===== config.mk =====
export PLATFORM = sky130hd
export DESIGN_NAME = index_linked_block_ring_unit
export DESIGN_NICKNAME = d
export VERILOG_FILES = /design/src/rtl/core/ilbr_pkg.sv /design/src/rtl/core/ilbr_link_mem.sv /design/src/rtl/core/index_linked_block_ring_unit.sv
export SDC_FILE = /design/constraint.sdc
export NUM_CORES = 1
export LEC_CHECK = 0
export ABC_AREA = 1
export ABC_CLOCK_PERIOD_IN_PS = 2900
export CAP_MARGIN = 20
export CELL_PAD_IN_SITES_DETAIL_PLACEMENT = 0
export CELL_PAD_IN_SITES_GLOBAL_PLACEMENT = 1
export CORE_UTILIZATION = 47
export CTS_BUF_LIST = sky130_fd_sc_hd__clkbuf_8
export CTS_CLUSTER_SIZE = 25
export DETAILED_ROUTE_END_ITERATION = 10
export DONT_BUFFER_PORTS = 1
export GPL_TIMING_DRIVEN = 1
export HOLD_SLACK_MARGIN = 0.06
export PLACE_DENSITY = 0.86
export SLEW_MARGIN = 25
export SYNTH_ARGS = -nofsm -noshare
export SYNTH_HDL_FRONTEND = slang
export SYNTH_HIERARCHICAL = 1
export SYNTH_SLANG_ARGS = --single-unit

===== constraint.sdc =====
create_clock -name clk -period 2.9 [get_ports clk]
set_input_delay 0.58 -clock clk [delete_from_list [all_inputs] [get_ports clk]]
set_output_delay 0.58 -clock clk [all_outputs]
set_load 0.02 [all_outputs]

===== src/rtl/core/ilbr_pkg.sv =====
// Shared types, constants and helpers for the index-linked block ring.
`default_nettype none

package ilbr_pkg;

    localparam int NUM_BLOCKS = 16;
    localparam int IDX_W      = $clog2(NUM_BLOCKS);
    localparam int CNT_W      = $clog2(NUM_BLOCKS);

    localparam logic MODE_ALLOC = 1'b0;
    localparam logic MODE_MOVE  = 1'b1;

    localparam logic STATUS_DONE    = 1'b0;
    localparam logic STATUS_REFUSED = 1'b1;

    typedef logic [IDX_W-1:0] blk_idx_t;

    typedef struct packed {
        logic       mode;
        logic [3:0] block_number;
    } cmd_t;

    typedef struct packed {
        logic [3:0] result_block;
        logic       status;
    } rsp_t;

    typedef struct packed {
        logic     en;
        blk_idx_t addr;
    } link_rd_t;

    typedef struct packed {
        logic     en;
        blk_idx_t addr;
        blk_idx_t data;
    } link_wr_t;

    typedef enum logic [2:0] {
        ST_IDLE,
        ST_ALLOC,
        ST_WALK,
        ST_LINK_PRED,
        ST_LINK_BLK,
        ST_LINK_HEAD
    } ilbr_state_t;

    // Link held by an entry right after reset: each block points at the next.
    function automatic blk_idx_t reset_link(input blk_idx_t idx);
        if (32'(idx) == NUM_BLOCKS - 1)
            reset_link = '0;
        else
            reset_link = idx + 1'b1;
    endfunction

endpackage

`default_nettype wire


===== src/rtl/core/ilbr_link_mem.sv =====
// Next-link table: synchronous memory with per-entry valid bits and write forwarding.
`default_nettype none

module ilbr_link_mem (
    input  wire logic              clk,
    input  wire logic              rst_n,
    input  wire ilbr_pkg::link_rd_t rd,
    input  wire ilbr_pkg::link_wr_t wr,
    output ilbr_pkg::blk_idx_t     rd_data
);
    import ilbr_pkg::*;

    blk_idx_t                mem [NUM_BLOCKS];
    logic [NUM_BLOCKS-1:0]   valid_reg;
    blk_idx_t                mem_q;
    blk_idx_t                addr_reg;
    blk_idx_t                fwd_data_reg;
    logic                    fwd_hit_reg;
    logic                    valid_hit_reg;

    always_ff @(posedge clk)
    begin
        if (wr.en)
            mem[wr.addr] <= wr.data;
        if (rd.en)
        begin
            mem_q        <= mem[rd.addr];
            addr_reg     <= rd.addr;
            fwd_data_reg <= wr.data;
        end
    end

    always_ff @(posedge clk or negedge rst_n)
    begin
        if (!rst_n)
        begin
            valid_reg     <= '0;
            fwd_hit_reg   <= 1'b0;
            valid_hit_reg <= 1'b0;
        end
        else
        begin
            if (wr.en)
                valid_reg[wr.addr] <= 1'b1;
            if (rd.en)
            begin
                // A write to the entry being read in the same cycle wins.
                fwd_hit_reg   <= wr.en && (wr.addr == rd.addr);
                valid_hit_reg <= valid_reg[rd.addr];
            end
        end
    end

    // Entries never written still hold their reset link.
    always_comb
    begin
        if (fwd_hit_reg)
            rd_data = fwd_data_reg;
        else if (valid_hit_reg)
            rd_data = mem_q;
        else
            rd_data = reset_link(addr_reg);
    end

endmodule

`default_nettype wire


===== src/rtl/core/index_linked_block_ring_unit.sv =====
// Top level of the index-linked block ring: command sequencer around the link table.
`default_nettype none

// All blocks sit on one circular ring kept in a next-link memory, with head and
// tail pointers. A command is taken when start is high and busy is low, and its
// single result beat appears on rsp with done high for exactly one cycle; the
// receiver cannot stall it. An allocate reads the head link, then answers from
// ST_ALLOC through the done and rsp registers. A move walks the ring from the
// head, one link read per cycle on the single memory read port, and reads k
// links (1 to NUM_BLOCKS - 2) to find the predecessor; the relink then needs
// three writes on the single write port. A refused move (head, tail or out of
// range) answers in the cycle after it is taken and never raises busy.
module index_linked_block_ring_unit (
    input  wire logic          clk,
    input  wire logic          rst_n,
    input  wire logic          start,
    input  wire ilbr_pkg::cmd_t cmd,
    output logic               busy,
    output logic               done,
    output ilbr_pkg::rsp_t     rsp
);
    import ilbr_pkg::*;

    ilbr_state_t state_reg, state_next;
    blk_idx_t    head_reg,  head_next;
    blk_idx_t    tail_reg,  tail_next;
    blk_idx_t    pred_reg,  pred_next;
    blk_idx_t    blk_reg,   blk_next;
    logic [CNT_W-1:0] cnt_reg, cnt_next;
    rsp_t        rsp_reg,   rsp_next;
    logic        done_reg,  done_next;

    link_rd_t    link_rd;
    link_wr_t    link_wr;
    blk_idx_t    link_q;
    blk_idx_t    cmd_idx;
    logic        cmd_refused;

    ilbr_link_mem u_link_mem (
        .clk     (clk),
        .rst_n   (rst_n),
        .rd      (link_rd),
        .wr      (link_wr),
        .rd_data (link_q)
    );

    assign cmd_idx     = cmd.block_number[IDX_W-1:0];
    assign cmd_refused = (32'(cmd.block_number) >= NUM_BLOCKS)
                         || (cmd_idx == head_reg) || (cmd_idx == tail_reg);

    always_ff @(posedge clk or negedge rst_n)
    begin
        if (!rst_n)
        begin
            state_reg <= ST_IDLE;
            head_reg  <= '0;
            tail_reg  <= IDX_W'(NUM_BLOCKS - 1);
            done_reg  <= 1'b0;
            cnt_reg   <= '0;
        end
        else
        begin
            state_reg <= state_next;
            head_reg  <= head_next;
            tail_reg  <= tail_next;
            done_reg  <= done_next;
            cnt_reg   <= cnt_next;
        end
    end

    always_ff @(posedge clk)
    begin
        pred_reg <= pred_next;
        blk_reg  <= blk_next;
        rsp_reg  <= rsp_next;
    end

    always_comb
    begin
        state_next = state_reg;
        head_next  = head_reg;
        tail_next  = tail_reg;
        pred_next  = pred_reg;
        blk_next   = blk_reg;
        cnt_next   = cnt_reg;
        rsp_next   = rsp_reg;
        done_next  = 1'b0;
        link_rd    = '{en: 1'b0, addr: head_reg};
        link_wr    = '{en: 1'b0, addr: pred_reg, data: link_q};

        unique case (state_reg)
            ST_IDLE:
            begin
                if (start)
                begin
                    blk_next = cmd_idx;
                    if (cmd.mode == MODE_ALLOC)
                    begin
                        link_rd.en = 1'b1;
                        state_next = ST_ALLOC;
                    end
                    else if (cmd_refused)
                    begin
                        rsp_next  = '{result_block: 4'd0, status: STATUS_REFUSED};
                        done_next = 1'b1;
                    end
                    else
                    begin
                        link_rd.en = 1'b1;
                        pred_next  = head_reg;
                        cnt_next   = '0;
                        state_next = ST_WALK;
                    end
                end
            end

            ST_ALLOC:
            begin
                head_next  = link_q;
                tail_next  = head_reg;
                rsp_next   = '{result_block: 4'(head_reg), status: STATUS_DONE};
                done_next  = 1'b1;
                state_next = ST_IDLE;
            end

            ST_WALK:
            begin
                // link_q is the successor of pred_reg.
                if (link_q == blk_reg)
                begin
                    link_rd    = '{en: 1'b1, addr: blk_reg};
                    state_next = ST_LINK_PRED;
                end
                else if (32'(cnt_reg) == NUM_BLOCKS - 1)
                begin
                    rsp_next   = '{result_block: 4'd0, status: STATUS_REFUSED};
                    done_next  = 1'b1;
                    state_next = ST_IDLE;
                end
                else
                begin
                    link_rd    = '{en: 1'b1, addr: link_q};
                    pred_next  = link_q;
                    cnt_next   = cnt_reg + 1'b1;
                end
            end

            ST_LINK_PRED:
            begin
                // Unlink the block; the head read sees this write when pred is the head.
                link_wr    = '{en: 1'b1, addr: pred_reg, data: link_q};
                link_rd    = '{en: 1'b1, addr: head_reg};
                state_next = ST_LINK_BLK;
            end

            ST_LINK_BLK:
            begin
                link_wr    = '{en: 1'b1, addr: blk_reg, data: link_q};
                state_next = ST_LINK_HEAD;
            end

            ST_LINK_HEAD:
            begin
                link_wr    = '{en: 1'b1, addr: head_reg, data: blk_reg};
                rsp_next   = '{result_block: 4'(pred_reg), status: STATUS_DONE};
                done_next  = 1'b1;
                state_next = ST_IDLE;
            end

            default:
            begin
                state_next = ST_IDLE;
            end
        endcase
    end

    assign busy = (state_reg != ST_IDLE);
    assign done = done_reg;
    assign rsp  = rsp_reg;

endmodule

`default_nettype wire


==> results of run 1 <==
-- cell usage in the layout (no fill, tap or decap), types with 10 or more instances in the layout --
cell,instances
nand2_1,111
inv_1,39
nor2_4,10
nor2_2,13
or2_2,17
o21ai_1,33
nand3_1,29
clkbuf_8,17
nand2_2,12
o211ai_1,18
buf_4,34
edfxtp_1,89
dfrtp_1,30
nor2_1,69
o21ai_0,21
-- cell type report --
| class | count | area share, % |
|---|---|---|
| flip-flops and latches | 123 | 51.0 |
| multi-input cells | 377 | 29.8 |
| repair buffers | 50 | 7.43 |
| inverters | 52 | 3.15 |
| clock inverters | 15 | 2.69 |
| well taps | 143 | 2.58 |
| clock buffers | 17 | 3.38 |
-- worst max path at each step --
| stage | depth (start not counted) | end | start |
|---|---|---|---|
| floorplan | 21 | u_link_mem/mem_q[3] | u_link_mem/addr_reg[0] |
| global placement | 19 | u_link_mem/mem_q[1] | u_link_mem/addr_reg[0] |
| global route | 23 | u_link_mem/mem_q[0] | u_link_mem/addr_reg[1] |
| detailed placement | 19 | u_link_mem/mem_q[1] | u_link_mem/addr_reg[0] |
| finish | 21 | u_link_mem/mem_q[3] | u_link_mem/addr_reg[0] |
| CTS | 22 | u_link_mem/mem_q[0] | u_link_mem/addr_reg[1] |
-- stage by stage --
stage / setup TNS (ns) / std cells
after floorplan: 0 / 568
after CTS: -0.378 / 776
final: -0.338 / 777
after global routing: -2.30 / 777
after detailed placement: -0.992 / 732
after global placement: -0.497 / 732
-- routing by layer --
layer | GRT usage, % | up-vias | part of all wire (%)
met4 | 12.0 | 0 | 2.6
met1 | 31.8 | 2066 | 44
met5 | 0 | - | 0
met2 | 36.8 | 137 | 47
li1 | - | 2036 | -
met3 | 5.44 | 34 | 5.9
-- critical path, delay by kind of cell, from the launching register on --
family | cells | cell delay (ns)
adder cells (fa/ha/maj) | 1 | 0.21
AO/OA/AOI/OAI | 5 | 0.61
AND/OR/NAND/NOR | 11 | 1.05
buffers and inverters | 4 | 0.46
flip-flops | 1 | 0.40
-- cells by family (layout without fill, tap and decap cells) --
group,Yosys count,in the layout,share of synthesized area [%]
compound gates,95,95,9.87
xor+xnor,2,2,0.311
fa+ha+maj,2,2,0.443
buf+inv,68,134,5.15
flops,123,123,62.5
simple gates,278,278,21.7
-- repair_timing --
action / 4_1_cts / 5_1_grt
resized for setup: 50 / 51
cloned: 3 / 0
endpoints found under the hold margin: 34 / 0
setup buffers: 8 / 1
hold buffers: 2 / 0
endpoints found under the setup margin: 6 / 16
pin swaps: 21 / 21
==> results by group, run 1 <==
Worst setup path
  • Req. time, crit path: 3.10 ns
  • Worst path cell trace: ha_2 > nand2_2 > o21ai_2 > or2_4 > a21oi_2 > buf_4 > nand2_1 > nand2_2 > nor2_4 > a21oi_4 > nand2_1 > nand3_4 > inv_6 > buf_12 > buf_12 > nor2_4 > nor2_4 > o21ai_2 > o211ai_1 > nand3_1 > nand2_1
  • CP arrival: 3.20 ns
  • CP max stage delay: roughly 0.4 ns
  • Critical-path maximum fanout: 8
  • Reg2reg end: u_link_mem/mem_q[3]
  • Critical path's slowest cell: edfxtp_1
  • Reg2reg setup slack: -0.1 ns
  • R2r worst-path depth: 21
  • CP Launch Type: flop
  • RR Startpoint: u_link_mem/addr_reg[0]
  • Worst setup EP type: flop
  • Crit path kind: flop to flop

Timing
  • Tcrit/Tclk final: 103%
  • Final worst slack: -0.0952 ns
  • Fmax: about 330 MHz
  • Slew @ Worst Pin: 0.603 ns
  • Layout Skew: 0.00958 ns
  • Final setup viols: 5
  • RSZ-0062 raised after global routing: true
  • Slew Limit Fails: 0
  • Relative slew margins: roughly 60%
  • Final Hold Viols: 0
  • Hold Slack: ~0.22 ns
  • Final min period: roughly 3 ns

Detailed routing
  • DRC viols: 1
  • WL/cell: 17.7 um
  • Antenna Nets Post-Route: 0
  • Drt initial violations: ~290
  • Routed WL: 13.8 mm
  • Pre-antenna DRT Iters: 8
  • Via density: 5.50
  • Vias: 4273

Logic synthesis
  • Yosys reg bits: 123
  • Yosys Warn Count: 6
  • Post-synth top cells: nand2_1 (122), edfxtp_1 (89), nor2_1 (82)
  • Mapped Nets: 578
  • FFs w/ async S/R, synth: 27.6%
  • Most common cell in the netlist: nand2_1
  • Post-synthesis cell count: around 570
  • Yosys top cell area share: 47.4%
  • Synth unique cells: 35
  • Syn_area_per_cell: 9.93 sq um
  • Main area contributors after synthesis: edfxtp_1 (47%), dfrtp_1 (13%), nand2_1 (8.1%)
  • Post-synth top area cell: edfxtp_1
  • Number of enable flip-flop cells after synthesis: 89
  • Seq/Total Area, Yosys: 62.5%
  • Ys flop type: edfxtp_1
  • Area of the mapped netlist: around 5600 sq um

Final layout
  • Final nets: 631
  • Layout area overhead: 22.7%
  • FILL cells: 903
  • Diode count: 0
  • Layout cells sized above 1: 28.5%
  • Number of flip-flops in the largest register: 64
  • Reg area: around 3500 sq um
  • Final Cell Area: 6920 sq um
  • Post-layout util: 59.9%
  • Area occupied by multi-input gates: about 2100 sq um

Floorplan
  • Row count: 39
  • Die area: 12400 sq um
  • CORE AREA: 11600 sq um
  • Initial Util: between 40% and 50%
  • Die width: approximately 110 um
  • Top-level port count: 15
  • Chip height: ~110 um

Clock tree
  • CTS tree: done
  • Clock transition at path regs: roughly 0.07 ns
  • H-tree depth: 4
  • Root buffer cell: clkbuf_8
  • CTS buffer count: 17
  • Clk_lat worst skew: between 0.4 and 0.5 ns
  • CTS Sinks: 123
  • Maximum clock path buffer count: 2

Min path
  • Hold crit path type: input pin to flop
  • Hold path cells: 0
  • Hold Path Sink: blk_reg[3]
  • Min-delay src: cmd[3]

Placed design
  • HPWL Detailed: 9.04 mm
  • Port bufs: 0
  • Area after DPL: 6030 sq um
  • Setup WS pre-CTS: -0.228 ns
  • RePlAce Congestion: 0.858

Global routing
  • Vias in the first global route: 4299
  • Gr usage total: 23.8%
  • GRT Residual Overflow: 0
  • Largest net degree at the start of global routing: 35
  • First-pass GRT wire length: 22.2 mm
  • Initial antenna violation count: 0

Status
  • Failing checks: design-rule violations, negative setup slack
  • Outcome: finished with violations

Flow run
  • Max Cap Viol: 0
Power of run 1 is left out: the tool's default activity adds up to more than one toggle a clock period on the data nets, which glitch-free logic cannot reach.
==> run 2: changes to the inputs <==
- CORE_UTILIZATION: 47 -> 45
- CTS_BUF_LIST: sky130_fd_sc_hd__clkbuf_8 -> not set
- PLACE_DENSITY: 0.86 -> 0.83
==> run 2 against run 1 <==
Against the previous run: the flow finishes with violations (negative setup slack); non-clock buffer count grew 1; die area grew 4.4%; maximum frequency shrank 1.3%; cell area grew 1.5%; count of clock-buffer cells in the layout grew 3; largest cell class unchanged; worst setup slack lost 0.040 ns; hold slack gained 0.037 ns; critical endpoint is now u_link_mem/mem_q[0].
==> results by group, run 2 (synthesis results as in run 1) <==
Floorplan
  • Top-level port count: 15 (unchanged)
  • CORE AREA: 12100 sq um (+4.7%)
  • Chip height: 114 um (+2.2%)
  • Die width: 114 um (+2.2%)
  • Die area: 13000 sq um (+4.4%)
  • Row count: 40 (+2.6%)
  • Initial Util: 46.6% (-2.2 points)

Detailed routing
  • Routed WL: 14.4 mm (+4.4%)
  • WL/cell: 17.9 um (+1.2%)
  • Pre-antenna DRT Iters: 4 (-4)
  • Drt initial violations: 417 (+45%)
  • DRC viols: 0 (-1)
  • Via density: 5.47 (-0.58%)
  • Vias: 4385 (+2.6%)
  • Antenna Nets Post-Route: 0 (unchanged)

Status
  • Outcome: finished with violations
  • Failing checks: negative setup slack

Timing
  • Tcrit/Tclk final: 105% (+1.4 points)
  • Slew @ Worst Pin: 0.716 ns (+0.112 ns)
  • RSZ-0062 raised after global routing: true
  • Final setup viols: 5 (unchanged)
  • Relative slew margins: 51.8% (-8.0 points)
  • Final min period: 3.03 ns (+0.0397 ns)
  • Final Hold Viols: 0 (unchanged)
  • Hold Slack: 0.259 ns (+0.0367 ns)
  • Slew Limit Fails: 0 (unchanged)
  • Layout Skew: 0.0105 ns (+0.000887 ns)
  • Final worst slack: -0.135 ns (-0.0397 ns)
  • Fmax: 330 MHz (-1.3%)

Global routing
  • Largest net degree at the start of global routing: 35 (unchanged)
  • Gr usage total: 23.2% (-0.60 points)
  • GRT Residual Overflow: 0 (unchanged)
  • Vias in the first global route: 4215 (-2.0%)
  • First-pass GRT wire length: 22.2 mm (-0.15%)
  • Initial antenna violation count: 0 (unchanged)

Worst setup path
  • Crit path kind: flop to flop
  • Reg2reg end: u_link_mem/mem_q[0]
  • CP max stage delay: 0.41 ns (about the same)
  • CP arrival: 3.20 ns (about the same)
  • Req. time, crit path: 3.07 ns (-0.03 ns)
  • Crit path to: u_link_mem/mem_q[0]
  • CP bufs+invs: 4 (unchanged)
  • Critical path's slowest cell: edfxtp_1
  • Worst path cell trace: ha_2 > nand2_1 > a21oi_1 > buf_4 > nand2_1 > nand2_1 > nor2_4 > nand3_2 > inv_2 > nor2_4 > nand2_2 > nand3_4 > clkinv_8 > buf_12 > nor2_4 > nor2_1 > o21ai_1 > o211ai_1 > nand3_1 > nand2_1
  • Worst path top cell family by delay: simple AND/OR/NAND/NOR gates
  • CP Launch Type: flop
  • WP depth: 20 (-4.8%)
  • R2r worst-path depth: 20 (-4.8%)
  • Reg2reg setup slack: -0.13 ns (-0.04 ns)
  • RR Startpoint: u_link_mem/addr_reg[1]
  • Crit path launch: u_link_mem/addr_reg[1]
  • Critical-path maximum fanout: 6 (-2)
  • Most frequent CP cell: nand2_1
  • Worst setup EP type: flop

Final layout
  • Commonest non-fill, non-tap cell in the layout: nand2_1
  • Layout cells sized above 1: 25.2% (-3.3 points)
  • Fin cells: 802 (+3.2%)
  • Number of flip-flops in the largest register: 64 (unchanged)
  • Final nets: 632 (+0.16%)
  • Layout area overhead: 24.6%
  • Most frequent cells in the layout: nand2_1 (114), edfxtp_1 (89), nor2_1 (70)
  • Area occupied by multi-input gates: 1990 sq um (-3.7%)
  • Reg area: 3530 sq um (unchanged)
  • Diode count: 0 (unchanged)
  • FILL cells: 1034 (+15%)

Clock tree
  • Clock transition at path regs: 0.05 ns (-0.02 ns)
  • Root buffer cell: clkbuf_16
  • Clk_lat worst skew: 0.42 ns (-0.03 ns)
  • Maximum clock path buffer count: 2 (unchanged)
  • CTS Sinks: 123 (unchanged)
  • H-tree depth: 4 (unchanged)
  • CTS buffer count: 17 (unchanged)
  • CTS tree: done

Flow run
  • Max Cap Viol: 0 (unchanged)

Min path
  • Hold crit path type: input pin to flop

Placed design
  • Placed Instances: 757 (+3.4%)
  • RePlAce Congestion: 0.899 (+4.7%)
  • Port bufs: 0 (unchanged)
  • HPWL Detailed: 9.31 mm (+3.0%)
[run 2: cell types whose count changed in the layout (fill, tap and decap cells not counted), sizes merged]
cell      previous run  this run
clkinvlp             0         4
bufinv               3         2
inv                 58        50
buf                 49        48
clkinv               6         7
clkbuf              17        22
[run 2: how the worst min path moves through the flow]
stage / startpoint / endpoint / slack (ns) / depth (start not counted)
floorplan: rst_n / cnt_reg[0] / 0.28 / 0
global placement: rst_n / cnt_reg[2] / 0.29 / 0
detailed placement: rst_n / cnt_reg[3] / 0.29 / 0
CTS: cmd[0] / blk_reg[0] / 0.25 / 0
global route: cmd[0] / blk_reg[0] / 0.24 / 0
finish: cmd[0] / blk_reg[0] / 0.26 / 0
[run 2: worst register-to-register path: stages, from the launching register on]
cell	delay, ns
edfxtp_1	0.41
ha_2	0.34
nand2_1	0.07
a21oi_1	0.30
buf_4	0.18
nand2_1	0.05
nand2_1	0.12
nor2_4	0.06
nand3_2	0.08
inv_2	0.06
nor2_4	0.09
nand2_2	0.07
nand3_4	0.14
clkinv_8	0.11
buf_12	0.16
nor2_4	0.08
nor2_1	0.04
o21ai_1	0.07
o211ai_1	0.15
nand3_1	0.14
nand2_1	0.05
[run 2: per-layer routing]
metal	vias up	part of all wire (%)	track usage, %
met5	-	0	0
met4	0	2.3	10.6
met3	26	5.4	4.62
met2	155	47	35.8
met1	2173	45	31.8
li1	2031	-	-
[run 2: layout make-up]
cell class	instances	area share (%)
inverter	52	2.96
tap	168	2.99
clock inverter	11	1.75
timing repair buffer	51	7.48
sequential	123	50.2
multi-input combinational	377	28.3
clock buffer	20	6.36
[run 2: metrics by stage]
step / TNS (ns) / setup WS [ns] / area (sq um) / utilization [%]
after floorplan: 0 / 0.0165 / 5650 / -
after global placement: -0.434 / -0.129 / 6050 / 50.0
after detailed placement: -0.916 / -0.209 / 6050 / 50.0
after CTS: -0.0431 / -0.0205 / 6830 / 56.4
after global routing: -1.27 / -0.251 / 7030 / 58.0
final: -0.524 / -0.135 / 7030 / 58.0
[run 2: timing repair]
action,4_1_cts,5_1_grt
hold buffers,2,0
resized for setup,30,44
gates cloned,2,2
pin swaps,10,19
setup endpoints to repair,6,16
setup buffers,4,5
endpoints found under the hold margin,34,0
Power of run 2 is left out for the same reason.
==> run 3: changes to the inputs <==
- PLACE_DENSITY: 0.83 -> not set
- PLACE_DENSITY_LB_ADDON: not set -> 0.1
==> run 3 against run 2 <==
Against the previous run: non-clock buffer count up 20; register-to-register slack better by 0.04 ns; via count down 2.2%; utilization up 1.6 points; die area unchanged; the flow still finishes with violations (negative setup slack); maximum frequency up 1.3%; first-iteration DRC count down 5.8%; flip-flop and latch count unchanged; clock skew down 0.0021 ns; global-route usage up 1.3 points; critical endpoint is now u_link_mem/mem_q[3]; wire length up 1.7%; hold slack worse by 0.0067 ns.
==> results by group, run 3 (synthesis results as in run 1) <==
Status
  • Outcome: finished with violations
  • Failing checks: negative setup slack

Global routing
  • Gr usage total: 24.5% (+1.3 points)
  • Largest net degree at the start of global routing: 35 (unchanged)
  • GRT Residual Overflow: 0 (unchanged)
  • Initial antenna violation count: 0 (unchanged)
  • First-pass GRT wire length: 23.1 mm (+4.0%)
  • Vias in the first global route: 4233 (+0.43%)

Timing
  • Final worst slack: -0.0966 ns (+0.0383 ns)
  • Slew Limit Fails: 0 (unchanged)
  • RSZ-0062 raised after global routing: true
  • Tcrit/Tclk final: 103% (-1.3 points)
  • Layout Skew: 0.00840 ns (-0.00207 ns)
  • Final setup viols: 6 (+1)
  • Final Hold Viols: 0 (unchanged)
  • Relative slew margins: 54.0% (+2.2 points)
  • Slew @ Worst Pin: 0.683 ns (-0.0328 ns)
  • Final min period: 3.00 ns (-0.0383 ns)
  • Fmax: 334 MHz (+1.3%)

Floorplan
  • Die area: 13000 sq um (unchanged)
  • Row count: 40 (unchanged)
  • CORE AREA: 12100 sq um (unchanged)
  • Chip height: 114 um (unchanged)
  • Initial Util: 46.6% (unchanged)
  • Top-level port count: 15 (unchanged)
  • Die width: 114 um (unchanged)

Final layout
  • Area occupied by multi-input gates: 2010 sq um (+1.3%)
  • Final nets: 652 (+3.2%)
  • FILL cells: 1059 (+2.4%)
  • Reg area: 3530 sq um (unchanged)
  • Fin cells: 822 (+2.5%)
  • Layout cells sized above 1: 28.4% (+3.2 points)
  • Commonest non-fill, non-tap cell in the layout: nand2_1
  • Diode count: 0 (unchanged)
  • Most frequent cells in the layout: nand2_1 (111), edfxtp_1 (89), nor2_1 (68)
  • Layout area overhead: 28.1%
  • Post-layout util: 59.7% (+1.6 points)
  • Number of flip-flops in the largest register: 64 (unchanged)
  • Final Cell Area: 7230 sq um (+2.8%)

Placed design
  • Placed Instances: 767 (+1.3%)
  • HPWL Detailed: 9.57 mm (+2.8%)
  • Setup WS pre-CTS: -0.234 ns (-0.0254 ns)
  • Area after DPL: 6130 sq um (+1.2%)
  • Port bufs: 0 (unchanged)
  • RePlAce Congestion: 0.866 (-3.6%)

Worst setup path
  • WP depth: 17 (-15%)
  • Reg2reg setup slack: -0.1 ns (+0.04 ns)
  • R2r worst-path depth: 17 (-15%)
  • Reg2reg end: u_link_mem/mem_q[3]
  • RR Startpoint: u_link_mem/addr_reg[0]
  • CP bufs+invs: 2 (-2)
  • Critical-path maximum fanout: 31 (+25)
  • Worst path cell trace: ha_2 > nand2_2 > o21ai_2 > nor2_2 > a22oi_2 > o21ai_2 > xor2_2 > nor2_4 > buf_6 > a21oi_4 > nand2_2 > nand3_4 > buf_6 > o21ai_0 > o211ai_1 > nand3_1 > nand2_1
  • Req. time, crit path: 3.19 ns (+0.12 ns)
  • Worst path top cell family by delay: compound AO/OA/AOI/OAI gates
  • CP Launch Type: flop
  • Critical path's slowest cell: edfxtp_1
  • CP arrival: 3.28 ns (+0.08 ns)
  • CP max stage delay: 0.41 ns (about the same)
  • Crit path kind: flop to flop
  • Worst setup EP type: flop

Clock tree
  • H-tree depth: 4 (unchanged)
  • Root buffer cell: clkbuf_16
  • Maximum clock path buffer count: 2 (unchanged)
  • CTS Sinks: 123 (unchanged)
  • CTS tree: done
  • CTS buffer count: 17 (unchanged)
  • Clk_lat worst skew: 0.42 ns (about the same)
  • Clock transition at path regs: 0.06 ns (about the same)

Detailed routing
  • Via density: 5.22 (-4.6%)
  • WL/cell: 17.8 um (-0.82%)
  • DRC viols: 0 (unchanged)
  • Antenna Nets Post-Route: 0 (unchanged)
  • Vias: 4287 (-2.2%)
  • Pre-antenna DRT Iters: 8 (+4)
  • Routed WL: 14.6 mm (+1.7%)
  • Drt initial violations: 393 (-5.8%)

Min path
  • Hold crit path type: input pin to flop
  • Hold Path Sink: blk_reg[1]
  • Hold path cells: 0 (unchanged)
  • Min-delay src: cmd[1]

Flow run
  • Max Cap Viol: 0 (unchanged)
==> run 3: area by class of cell <==
cell class	count	share of cell area (%)
Timing Repair Buffer	71	9.49
Clock inverter	9	1.68
Tap cell	168	2.91
Sequential cell	123	48.8
Clock buffer	22	6.29
Inverter	52	2.98
Multi-Input combinational cell	377	27.8
==> run 3: timing repair <==
| item | in CTS | in global routing |
|---|---|---|
| setup endpoints to repair | 6 | 25 |
| gates resized for setup | 35 | 54 |
| pin swaps | 22 | 33 |
| hold endpoints to repair | 34 | 0 |
| hold buffers | 2 | 0 |
| buffers inserted | 11 | 8 |
| cloned | 3 | 2 |
==> run 3: worst reg2reg max path, cell delays in order (launching register included) <==
cell,delay (ns)
edfxtp_1,0.41
ha_2,0.21
nand2_2,0.08
o21ai_2,0.07
nor2_2,0.13
a22oi_2,0.07
o21ai_2,0.22
xor2_2,0.20
nor2_4,0.08
buf_6,0.13
a21oi_4,0.19
nand2_2,0.10
nand3_4,0.10
buf_6,0.24
o21ai_0,0.14
o211ai_1,0.25
nand3_1,0.14
nand2_1,0.10
==> run 3: routing by layer <==
metal  up-vias  part of all wire (%)  global-route usage (%)
met4         0                   1.5                    8.74
li1       2071                     -                       -
met1      2076                    47                    34.1
met5         -                     0                       0
met3        22                   5.9                    6.16
met2       118                    46                    37.5
==> run 3: worst max-delay path by stage <==
stage / from / to / slack [ns]
6_report: u_link_mem/addr_reg[0] / u_link_mem/mem_q[3] / -0.1
5_1_grt: u_link_mem/addr_reg[0] / u_link_mem/mem_q[0] / -0.27
4_1_cts: u_link_mem/addr_reg[0] / u_link_mem/mem_q[3] / -0.07
3_5_place_dp: u_link_mem/addr_reg[0] / u_link_mem/mem_q[3] / -0.23
3_3_place_gp: u_link_mem/addr_reg[0] / u_link_mem/mem_q[0] / -0.19
2_1_floorplan: u_link_mem/addr_reg[0] / u_link_mem/mem_q[3] / 0.02
==> run 3: per-stage QoR <==
stage | setup TNS, ns | hold slack, ns
global placement | -0.829 | 0.285
CTS | -0.146 | 0.234
global route | -1.59 | 0.234
finish | -0.474 | 0.252
detailed placement | -1.13 | 0.285
floorplan | 0 | 0.284
Power of run 3 is left out for the same reason.
